## src/hdl/psd_pkg.sv

```systemverilog
// Shared types and constants of the per-bin spectral delay.
package psd_pkg;

  localparam int BIN_W        = 13;
  localparam int CURVE_W      = 16;
  localparam int SAMPLE_W     = 24;
  localparam int REG_W        = 18;
  localparam int CFG_IDX_W    = 2;
  localparam int IN_TDATA_W   = 128;
  localparam int OUT_TDATA_W  = 112;

  localparam logic [CFG_IDX_W-1:0] REG_DELAY_SCALE   = 2'd0;
  localparam logic [CFG_IDX_W-1:0] REG_GLOBAL_OFFSET = 2'd1;

  localparam logic CMD_PROCESS = 1'b0;
  localparam logic CMD_LOAD    = 1'b1;

  typedef struct packed {
    logic [SAMPLE_W-1:0] right_imag;
    logic [SAMPLE_W-1:0] right_real;
    logic [SAMPLE_W-1:0] left_imag;
    logic [SAMPLE_W-1:0] left_real;
  } bin_vals_t;

  typedef struct packed {
    logic             cmd;
    logic [BIN_W-1:0] bin;
    logic [CURVE_W-1:0] curve;
    bin_vals_t        vals;
  } item_t;

endpackage

```

## src/hdl/psd_delay_calc.sv

```systemverilog
// Two-stage delay computation: curve times scale, truncate, add offset, clamp.
module psd_delay_calc #(
  parameter int MAX_DELAY_FRAMES = 1024
) (
  input  logic                                clk,
  input  logic [psd_pkg::CURVE_W-1:0]         curve,
  input  logic [psd_pkg::REG_W-1:0]           scale,
  input  logic [psd_pkg::REG_W-1:0]           offset,
  output logic [$clog2(MAX_DELAY_FRAMES)-1:0] delay
);
  import psd_pkg::*;

  localparam int FRAME_W = $clog2(MAX_DELAY_FRAMES);
  localparam int PROD_W  = CURVE_W + REG_W + 1;
  localparam int Q_W     = PROD_W - 15;
  localparam int SUM_W   = REG_W + 3;
  localparam logic signed [SUM_W-1:0] D_MAX = SUM_W'(MAX_DELAY_FRAMES - 1);

  logic signed [PROD_W-1:0] prod_r;
  logic signed [PROD_W-1:0] biased;
  logic signed [Q_W-1:0]    quot;
  logic signed [SUM_W-1:0]  sum;
  logic [FRAME_W-1:0]       delay_nxt;
  logic [FRAME_W-1:0]       delay_r;

  always_ff @(posedge clk) begin
    prod_r <= $signed({{(PROD_W - CURVE_W){curve[CURVE_W-1]}}, curve})
            * $signed({{(PROD_W - REG_W){1'b0}}, scale});
  end

  // Bias negative products so the shift truncates toward zero.
  always_comb begin
    biased = prod_r + (prod_r[PROD_W-1] ? PROD_W'(32767) : PROD_W'(0));
    quot   = biased[PROD_W-1:15];
    sum    = SUM_W'(quot) + $signed({3'b000, offset});
    if (sum < 0) begin
      delay_nxt = '0;
    end else if (sum > D_MAX) begin
      delay_nxt = FRAME_W'(MAX_DELAY_FRAMES - 1);
    end else begin
      delay_nxt = sum[FRAME_W-1:0];
    end
  end

  always_ff @(posedge clk) begin
    delay_r <= delay_nxt;
  end

  assign delay = delay_r;

endmodule

```

## config.mk

```make
export PLATFORM = sky130hd
export DESIGN_NAME = psd_delay_calc
export DESIGN_NICKNAME = d
export VERILOG_FILES = /design/src/hdl/psd_pkg.sv /design/src/hdl/psd_delay_calc.sv
export SDC_FILE = /design/constraint.sdc
export NUM_CORES = 1
export LEC_CHECK = 0
export ABC_CLOCK_PERIOD_IN_PS = 6350
export BUFFER_PORTS_ARGS = -buffer_cell sky130_fd_sc_hd__buf_4
export CAP_MARGIN = 5
export CORE_ASPECT_RATIO = 0.75
export CORE_MARGIN = 10
export CORE_UTILIZATION = 40
export CTS_CLUSTER_DIAMETER = 120
export DETAILED_ROUTE_END_ITERATION = 8
export HOLD_SLACK_MARGIN = 0.05
export PLACE_DENSITY = 0.59
export SYNTH_ARGS = -nofsm -noshare
export SYNTH_HDL_FRONTEND = slang
export SYNTH_SLANG_ARGS = --single-unit
```

## constraint.sdc

```tcl
create_clock -name clk -period 6.35 [get_ports clk]
set_input_delay 0.3175 -clock clk [delete_from_list [all_inputs] [get_ports clk]]
set_output_delay 0.3175 -clock clk [all_outputs]
set_load 0.03 [all_outputs]
```

* Word level (Yosys, flattened, before mapping)
Cells that the tools add are included.
** Operators by class
- Order comparisons :: 2
- Add/subtract/negate cells :: 2
- Multiply operators :: 1
- Mux-type cells :: 2
** Operators with widths (count)
- adder 35 x 16 -> 35 bit :: 1
- multiplier 16 x 19 -> 35 bit :: 1
- adder 20 x 19 -> 21 bit :: 1
- > comparator 21 x 11 -> 1 bit, second input constant :: 1
- less-than comparator 21 x 1 -> 1 bit, second input constant :: 1
- 2-to-1 mux 15 bit :: 1
- 2-to-1 mux 10 bit :: 1
** Storage, ports and cells
- Logic and storage cells :: 9
- Bits of input ports :: 53
- Output and inout port bits :: 10
- Register bits :: 45

* Longest topological paths before layout
Gate-level depths: netlist (run 1).
- Depth after elaboration :: 5
- Mapped depth :: 24

* Least setup slack after synthesis (run 1)
OpenSTA, ideal clock, no wires.
- Kind :: input-to-reg
- Start :: input port curve[7] in the netlist's numbering
- End :: register prod_r[29]
- Arrival :: 5.984 ns
- Buffers on the path :: 2
- Setup slack :: 0.294 ns
- Cell stages on the path :: 23
- Library setup time :: 0.072 ns
- Required time :: 6.278 ns
- Cell sequence :: clkbuf_1 -> clkbuf_1 -> nand2_1 -> fa_1 -> inv_1 -> fa_1 -> inv_1 -> fa_1 -> inv_1 -> fa_1 -> inv_1 -> fa_1 -> inv_1 -> fa_1 -> ha_1 -> a211oi_1 -> nor2_1 -> o41a_1 -> a211oi_1 -> a21oi_1 -> a311o_1 -> a21oi_1 -> xnor2_1
** On the way
- Longest elaborated chain between the ends :: 1
** Ends and longest elaborated chain
- from (decl) :: line psd_delay_calc.sv:6 : input logic [psd_pkg::CURVE_W-1:0] curve,
- multiplier 16 x 19 -> 35 bit :: line psd_delay_calc.sv:28 : * $signed({{(PROD_W - REG_W){1'b0}}, scale});
- to (signal assigned) :: line psd_delay_calc.sv:27 : prod_r <= $signed({{(PROD_W - CURVE_W){curve[CURVE_W-1]}}, curve})
- to (decl) :: line psd_delay_calc.sv:19 : logic signed [PROD_W-1:0] prod_r;
No other way between the ends.
A chain may end at the register's enable or synchronous reset.

* Final worst setup path (run 1)
- Start :: input port scale[12] in the netlist's numbering
- End :: register prod_r[29]
** On the way
- Longest elaborated chain between the ends :: 1
** Ends and longest elaborated chain
- from (decl) :: line psd_delay_calc.sv:7 : input logic [psd_pkg::REG_W-1:0] scale,
- multiplier 16 x 19 -> 35 bit :: line psd_delay_calc.sv:28
No other way between the ends.

==> results.json, run 1 <==
{
  "cts_hold_buffers": 0,
  "nFillCells": 3089,
  "synth_async_sr_flop_share_pct": 0,
  "period_needed_ps": 5830,
  "initial_core_util_pct": 40.4,
  "clock.fmax_mhz": 172,
  "critPathTopFamily": "adder cells",
  "drive_gt1_share_pct": 6.30,
  "cts_max_level": 2,
  "drc": 0,
  "ys.warnings.count": 0,
  "path_clk_slew_ps": 70,
  "overflow": 0,
  "dieArea_mm2": 0.0389,
  "arrival_ps": 6050,
  "crit_chain": "buf_4, nand2_1, fa_1, inv_1, fa_1, inv_1, fa_1, inv_1, fa_1, inv_1, fa_1, inv_1, fa_1, ha_1, a211oi_1, nor2_1, o41a_1, a211oi_1, a21oi_1, a311o_1, a21oi_1, xnor2_1",
  "grt_use_total_pct": 16.1,
  "worstSetupEndpointType": "flop",
  "pin_count": 63,
  "cts_resized": 0,
  "path_class": "input port to flop",
  "cp_slowest_cell": "fa_1",
  "routed_wl_mm": 30.4,
  "ant_nets": 0,
  "tns_ps": 0,
  "tightest_slew_ps": 748,
  "ys_seq_area_share_pct": 7.18,
  "areaGrowthSynthToFinish_pct": 8.46,
  "synth_edf_count": 0,
  "avgSynthCellArea_um2": 8.61,
  "grt_max_degree": 19,
  "fp.dieW_um": 225,
  "routed_via_density": 5.05,
  "synth_commonest_cells": "297 x inv_1, 223 x fa_1, 203 x nand2_1",
  "grt_pass1_wl_mm": 51.5,
  "synthCells": 1458,
  "slowest_delay_ps": 530,
  "synth_top_area_share_pct": 35.6,
  "status": "finished, final reports clean",
  "antenna_found_initial": 0,
  "cap_viol_max_count": 0,
  "root_buffer": "clkbuf_16",
  "path_max_fanout": 16,
  "drv_slew": 0,
  "syn_nets": 1894,
  "syn_area_mm2": 0.0126,
  "setup_violations": 0,
  "slew_headroom_pct": 49.7,
  "drt_iter0_markers": 521,
  "wire_per_inst_um": 16.0,
  "skew_ps": 3.40,
  "crit_buf_inv": 6,
  "finalHoldViolCount": 0,
  "insertion_delay_ps": 290,
  "routabilityCongestion": 0.849,
  "critPathLaunchType": "input port",
  "n_antenna_cell": 0,
  "clock_path_buffers": 2,
  "cts_buffers": 5,
  "synth_top_cell_by_area": "fa_1",
  "rsz0062_at_grt": "no",
  "required_ps": 6580,
  "dr.pass1.iters": 7,
  "die_h_um": 173,
  "cts_tree": "done",
  "min_period_over_period_pct": 91.8,
  "path_common_cell": "fa_1",
  "post_cts_buffers": 0,
  "nNetsFinal": 1926,
  "yosys-top-cells-area": "fa_1 36%, ha_1 16%, inv_1 8.9%",
  "vias": 9587,
  "synth.most_common_cell": "inv_1",
  "first_global_vias": 9991,
  "rows": 56,
  "ys_ff_latch": 45,
  "dp_hpwl_mm": 25.6,
  "port_buffers": 62,
  "hold_class": "input port to flop",
  "cts.sinks": 45,
  "core_area_mm2": 0.0311,
  "yosys.cell_types.count": 66,
  "ys.flop_type": "dfxtp_1"
}
## metrics by stage
stage          cell area [µm²]  instances  setup slack (ps)  hold slack, ps  utilization [%]
2_1_floorplan            12600       1458               294             445                -
3_3_place_gp             13400       1889               295             725             43.2
3_5_place_dp             13400       1889               271             724             43.2
4_1_cts                  13600       1897               563             412             43.8
5_1_grt                  13600       1897               188             404             43.8
6_report                 13600       1897               522             419             43.8
## cell families after synthesis
kind of cell               after synthesis  share of synthesized area, %
AOI/OAI and AO/OA                      170                          9.29
adders and majority gates              383                          51.5
and+or+nand+nor                        449                          17.3
muxes                                    3                         0.249
buffers and inverters                  350                          10.5
DFF                                     45                          7.18
xor gates and xnor gates                58                          4.05
## metal layers
metal / wire [µm] / vias up / GRT usage, %
met5: 0 / - / 0
met4: 154 / 0 / 1.33
met3: 1380 / 14 / 1.86
met2: 14400 / 202 / 26.4
met1: 14500 / 4765 / 23.2
li1: - / 4606 / -
## registers in the layout (all words and copies together), names as in the netlist
name and count:
delay 10, prod_r 35
## layout by cell type (no fill, tap or decap), types with 8 or more instances in the layout
| cell type | count |
|---|---|
| a21o_1 | 23 |
| o21ai_0 | 19 |
| a31oi_1 | 16 |
| xor2_1 | 27 |
| inv_1 | 297 |
| nand4_1 | 10 |
| ha_1 | 160 |
| o21ai_1 | 8 |
| fa_1 | 223 |
| buf_4 | 76 |
| dfxtp_1 | 45 |
| nor3_1 | 15 |
| nand2b_1 | 20 |
| nand3_1 | 16 |
| xnor2_1 | 31 |
| a21oi_1 | 42 |
| nand2_1 | 203 |
| and2_1 | 111 |
| nor2_1 | 53 |
## layout make-up
class	instances	area [µm²]	area share (%)
clock buffers	6	139	1.02
clock inverters	2	37.5	0.276
flip-flops and latches	45	901	6.62
repair buffers	76	571	4.19
multi-input cells	1063	10300	75.9
inverters	299	1120	8.24
well taps	406	508	3.73
## path summary, 6_finish.rpt
check,cells past startpoint,slack (ps),end,startpoint
setup / recovery,22,520,prod_r[29],scale[12]
hold / removal,2,420,prod_r[0],scale[0]
setup reg to reg,17,1190,delay[2],prod_r[34]
hold reg to reg,5,860,delay[0],prod_r[15]
Power of run 1 is not shown: default switching activity piles up to over one toggle a cycle in this logic, so the estimate is an artifact.
==> inputs of run 2 (changes only) <==
--- a/config.mk
+++ b/config.mk
@@ -5,6 +5,7 @@
 export SDC_FILE = /design/constraint.sdc
 export NUM_CORES = 1
 export LEC_CHECK = 0
+export ABC_AREA = 1
 export ABC_CLOCK_PERIOD_IN_PS = 6350
 export BUFFER_PORTS_ARGS = -buffer_cell sky130_fd_sc_hd__buf_4
 export CAP_MARGIN = 5
@@ -12,6 +13,7 @@
 export CORE_MARGIN = 10
 export CORE_UTILIZATION = 40
 export CTS_CLUSTER_DIAMETER = 120
+export CTS_CLUSTER_SIZE = 30
 export DETAILED_ROUTE_END_ITERATION = 8
 export HOLD_SLACK_MARGIN = 0.05
 export PLACE_DENSITY = 0.59
==> results.json, run 2 <==
{
  "min_period_over_period_pct": 91.0,
  "tns_ps": 0,
  "cts_resized": 0,
  "avgSynthCellArea_um2": 7.38,
  "cts.sinks": 45,
  "grt_pass1_wl_mm": 54.9,
  "routed_wl_mm": 31.6,
  "dp_cells": 2230,
  "syn_area_mm2": 0.0131,
  "pin_count": 63,
  "use_met1_pct": 23.1,
  "regMostFlops": "prod_r",
  "port_buffers": 62,
  "status": "finished, final reports clean",
  "die_h_um": 177,
  "fin_cells": 2238,
  "syn_nets": 2217,
  "skew_ps": 2.69,
  "path_clk_slew_ps": 60,
  "worstSetupEndpointType": "flop",
  "cts_tree": "done",
  "period_needed_ps": 5780,
  "critPathTopFamily": "adder cells",
  "post-route-worst-setup-slack_ps": 571,
  "antenna_found_initial": 0,
  "initial_core_util_pct": 40.6,
  "vias": 10661,
  "root_buffer": "clkbuf_16",
  "slew_headroom_pct": 50.1,
  "largest_reg_flops": 35,
  "nNetsFinal": 2231,
  "synth_top_cell_by_area": "fa_1",
  "first_global_vias": 11186,
  "path_max_fanout": 19,
  "yosys-top-cells-area": "fa_1 34%, ha_1 15%, inv_1 14%",
  "n_antenna_cell": 0,
  "critPathLaunchType": "input port",
  "drc": 0,
  "clock_path_buffers": 2,
  "final_util_pct": 43.6,
  "cts_max_level": 2,
  "grtUsageMet3_pct": 1.55,
  "hold_class": "input port to flop",
  "synth_edf_count": 0,
  "layout_commonest_cell": "inv_1",
  "pre_cts_ws_ps": 393,
  "required_ps": 6570,
  "core_area_mm2": 0.0324,
  "use_met2_pct": 27.6,
  "ys_seq_area_share_pct": 6.85,
  "setup_violations": 0,
  "rsz0062_at_grt": "no",
  "grt_use_total_pct": 16.4,
  "mostFrequentLayoutCells": "485 x inv_1, 469 x nand2_1, 223 x fa_1",
  "finalHoldViolCount": 0,
  "crit_buf_inv": 7,
  "cp_slowest_cell": "nor4_1",
  "grt-busiest-layer": "met2",
  "drt_iter0_markers": 649,
  "nFillCells": 3453,
  "arrival_ps": 6000,
  "path_class": "input port to flop",
  "routed_via_density": 4.76,
  "rows": 57,
  "grt_max_degree": 20,
  "clock.fmax_mhz": 173,
  "cap_viol_max_count": 0,
  "crit_chain": "buf_4, inv_1, or2_2, fa_1, inv_1, fa_1, inv_1, fa_1, inv_1, fa_1, inv_1, fa_1, fa_1, inv_1, ha_1, nand2_1, nor4_1, nand4_1, nand3_1, nand3_1, o2111ai_1, xor2_1",
  "routabilityCongestion": 0.896,
  "dp_hpwl_mm": 27.2,
  "cts_buffers": 5,
  "ys_ff_latch": 45,
  "ys.flop_type": "dfxtp_1",
  "slowest_delay_ps": 560,
  "synth.most_common_cell": "inv_1",
  "dieArea_mm2": 0.0406,
  "synth_async_sr_flop_share_pct": 0,
  "synthCells": 1781,
  "yosys.cell_types.count": 40,
  "fp.dieW_um": 229,
  "wire_per_inst_um": 14.1,
  "insertion_delay_ps": 290,
  "synth_commonest_cells": "485 x inv_1, 469 x nand2_1, 223 x fa_1",
  "overflow": 0,
  "ant_nets": 0,
  "drive_gt1_share_pct": 5.85,
  "synth_top_area_share_pct": 34.0,
  "areaGrowthSynthToFinish_pct": 7.43,
  "ys.warnings.count": 0,
  "dr.pass1.iters": 5,
  "post_cts_buffers": 0,
  "tightest_slew_ps": 747,
  "cts_hold_buffers": 0,
  "drv_slew": 0
}
-- run 2: stage by stage --
step / hold WS (ps) / area, µm²
finish: 380 / 14100
global route: 383 / 14100
CTS: 365 / 14100
detailed placement: 683 / 14000
global placement: 678 / 14000
floorplan: 535 / 13100
-- run 2: cells by family (layout without fill, tap and decap cells) --
family,count (synthesis),count (layout),share of synthesized area [%]
simple gates,644,644,20.2
buf+inv,542,557,15.5
fa+ha+maj,383,383,49.2
compound gates,116,116,4.87
xor+xnor,51,51,3.40
flops,45,45,6.85
-- run 2: final timing paths --
check,endpoint,slack (ps),from,cells past startpoint
worst min register to register,delay[0],870,prod_r[15],6
worst min-delay path,prod_r[0],380,scale[0],3
worst max register to register,delay[3],1770,prod_r[34],29
worst max-delay path,prod_r[31],570,curve[15],22
-- run 2: per-layer routing --
metal / vias to the layer above / part of all wire [%]
met2: 208 / 46
met1: 5188 / 50
met3: 17 / 4.1
met4: 0 / 0.69
met5: - / 0
li1: 5248 / -
-- run 2: final cells by class --
cell class / instances / area, µm² / share of cell area, %
Clock buffer: 6 / 129 / 0.912
Inverter: 487 / 1830 / 12.9
Timing Repair Buffer: 62 / 465 / 3.29
Multi-Input combinational cell: 1194 / 10200 / 72.3
Clock inverter: 2 / 38.8 / 0.275
Tap cell: 442 / 553 / 3.91
Sequential cell: 45 / 901 / 6.38
-- run 2: tightest hold or removal path: stages --
cell     delay [ps]
buf_4           190
nand2_1          80
inv_1            30
Power of run 2 is left out for the same reason.
==> inputs of run 3 (changes only) <==
--- a/config.mk
+++ b/config.mk
@@ -5,7 +5,6 @@
 export SDC_FILE = /design/constraint.sdc
 export NUM_CORES = 1
 export LEC_CHECK = 0
-export ABC_AREA = 1
 export ABC_CLOCK_PERIOD_IN_PS = 6350
 export BUFFER_PORTS_ARGS = -buffer_cell sky130_fd_sc_hd__buf_4
 export CAP_MARGIN = 5
@@ -16,7 +15,8 @@
 export CTS_CLUSTER_SIZE = 30
 export DETAILED_ROUTE_END_ITERATION = 8
 export HOLD_SLACK_MARGIN = 0.05
-export PLACE_DENSITY = 0.59
+export MAX_ROUTING_LAYER = met4
+export PLACE_DENSITY = 0.63
 export SYNTH_ARGS = -nofsm -noshare
 export SYNTH_HDL_FRONTEND = slang
 export SYNTH_SLANG_ARGS = --single-unit
==> results.json, run 3 (same netlist as run 1, synthesis figures left out) <==
{
  "cts_tree": "done",
  "cts_hold_buffers": 0,
  "arrival_ps": 6070,
  "routed_wl_mm": 30.6,
  "nFillCells": 3083,
  "cts_max_level": 2,
  "cts_resized": 0,
  "drt_iter0_markers": 544,
  "overflow": 0,
  "grt_use_total_pct": 16.7,
  "worstSetupEndpointType": "flop",
  "areaGrowthSynthToFinish_pct": 8.01,
  "nNetsFinal": 1922,
  "drv_slew": 0,
  "slew_headroom_pct": 51.2,
  "crit_buf_inv": 6,
  "layout_commonest_cell": "inv_1",
  "min_period_over_period_pct": 92.1,
  "cts.sinks": 45,
  "rows": 56,
  "path_class": "input port to flop",
  "skew_ps": 5.13,
  "root_buffer": "clkbuf_16",
  "first_global_vias": 10184,
  "mostFrequentLayoutCells": "297 x inv_1, 223 x fa_1, 203 x nand2_1",
  "clock.fmax_mhz": 171,
  "die_h_um": 173,
  "routabilityCongestion": 0.892,
  "drc": 0,
  "dp_hpwl_mm": 25.8,
  "path_clk_slew_ps": 70,
  "tightest_slew_ps": 726,
  "cts_buffers": 5,
  "post_cts_buffers": 0,
  "port_buffers": 62,
  "vias": 9642,
  "pin_count": 63,
  "insertion_delay_ps": 290,
  "ant_nets": 0,
  "antenna_found_initial": 0,
  "hold_class": "input port to flop",
  "rsz0062_at_grt": "no",
  "clock_path_buffers": 2,
  "dieArea_mm2": 0.0389,
  "regMostFlops": "prod_r",
  "crit_chain": "buf_4, nand2_1, fa_1, inv_1, fa_1, inv_1, fa_1, inv_1, fa_1, inv_1, fa_1, inv_1, fa_1, ha_1, a211oi_1, nor2_1, o41a_1, a211oi_1, a21oi_1, a311o_1, a21oi_1, xnor2_1",
  "slowest_delay_ps": 550,
  "critPathLaunchType": "input port",
  "period_needed_ps": 5850,
  "fp.dieW_um": 225,
  "largest_reg_flops": 35,
  "routed_via_density": 5.09,
  "setup_violations": 0,
  "dr.pass1.iters": 5,
  "core_area_mm2": 0.0311,
  "finalHoldViolCount": 0,
  "initial_core_util_pct": 40.4,
  "n_antenna_cell": 0,
  "wire_per_inst_um": 16.1,
  "required_ps": 6570,
  "cap_viol_max_count": 0,
  "drive_gt1_share_pct": 6.05,
  "grt_pass1_wl_mm": 52.1,
  "critPathTopFamily": "adder cells",
  "path_common_cell": "fa_1",
  "cp_slowest_cell": "fa_1",
  "tns_ps": 0,
  "grt_max_degree": 19,
  "status": "finished, final reports clean",
  "path_max_fanout": 18
}
run 3: changes by cell type in the layout (fill, tap and decap cells not counted), sizes merged, moves of 14 or more:
| cell | before | now |
|---|---|---|
| a21o | 3 | 23 |
| a21oi | 74 | 43 |
| a31oi | 2 | 16 |
| and2 | 2 | 111 |
| inv | 487 | 298 |
| nand2 | 476 | 203 |
| nand2b | 0 | 20 |
| nand3 | 57 | 16 |
| nor2 | 69 | 53 |
run 3: cell type report:
cell class / count / area (µm²) / area share, %
clock buffer: 5 / 125 / 0.923
clock inverter: 3 / 25.0 / 0.185
inverter: 299 / 1120 / 8.28
multi-input combinational: 1063 / 10300 / 76.2
sequential: 45 / 901 / 6.64
tap: 406 / 508 / 3.75
timing repair buffer: 72 / 541 / 3.99
run 3: final timing paths:
| kind | startpoint | to | slack (ps) | depth (start not counted) |
|---|---|---|---|---|
| worst max-delay path | curve[1] | prod_r[29] | 500 | 22 |
| worst min register to register | prod_r[15] | delay[0] | 870 | 5 |
| worst min-delay path | offset[0] | delay[0] | 420 | 4 |
| worst max register to register | prod_r[34] | delay[2] | 1150 | 19 |
run 3: stage by stage:
stage	area (µm²)	worst slack, ps	std cells	hold WS (ps)	util [%]
after global placement	13400	287	1885	705	43.1
final	13600	499	1893	420	43.6
after CTS	13600	507	1893	406	43.6
after detailed placement	13400	224	1885	711	43.1
after global routing	13600	113	1893	403	43.6
after floorplan	12600	294	1458	445	-
run 3: per-layer routing:
| layer | up-vias | track usage [%] | wire (µm) |
|---|---|---|---|
| met2 | 221 | 27.3 | 14800 |
| li1 | 4602 | - | - |
| met5 | - | - | 0 |
| met4 | 0 | 2.49 | 343 |
| met1 | 4791 | 22.4 | 14000 |
| met3 | 28 | 1.93 | 1410 |
run 3: worst min-delay path, stage by stage:
cell     delay (ps)
buf_4            80
ha_1            120
inv_1            40
a31oi_1         120
Power of run 3 is left out for the same reason.
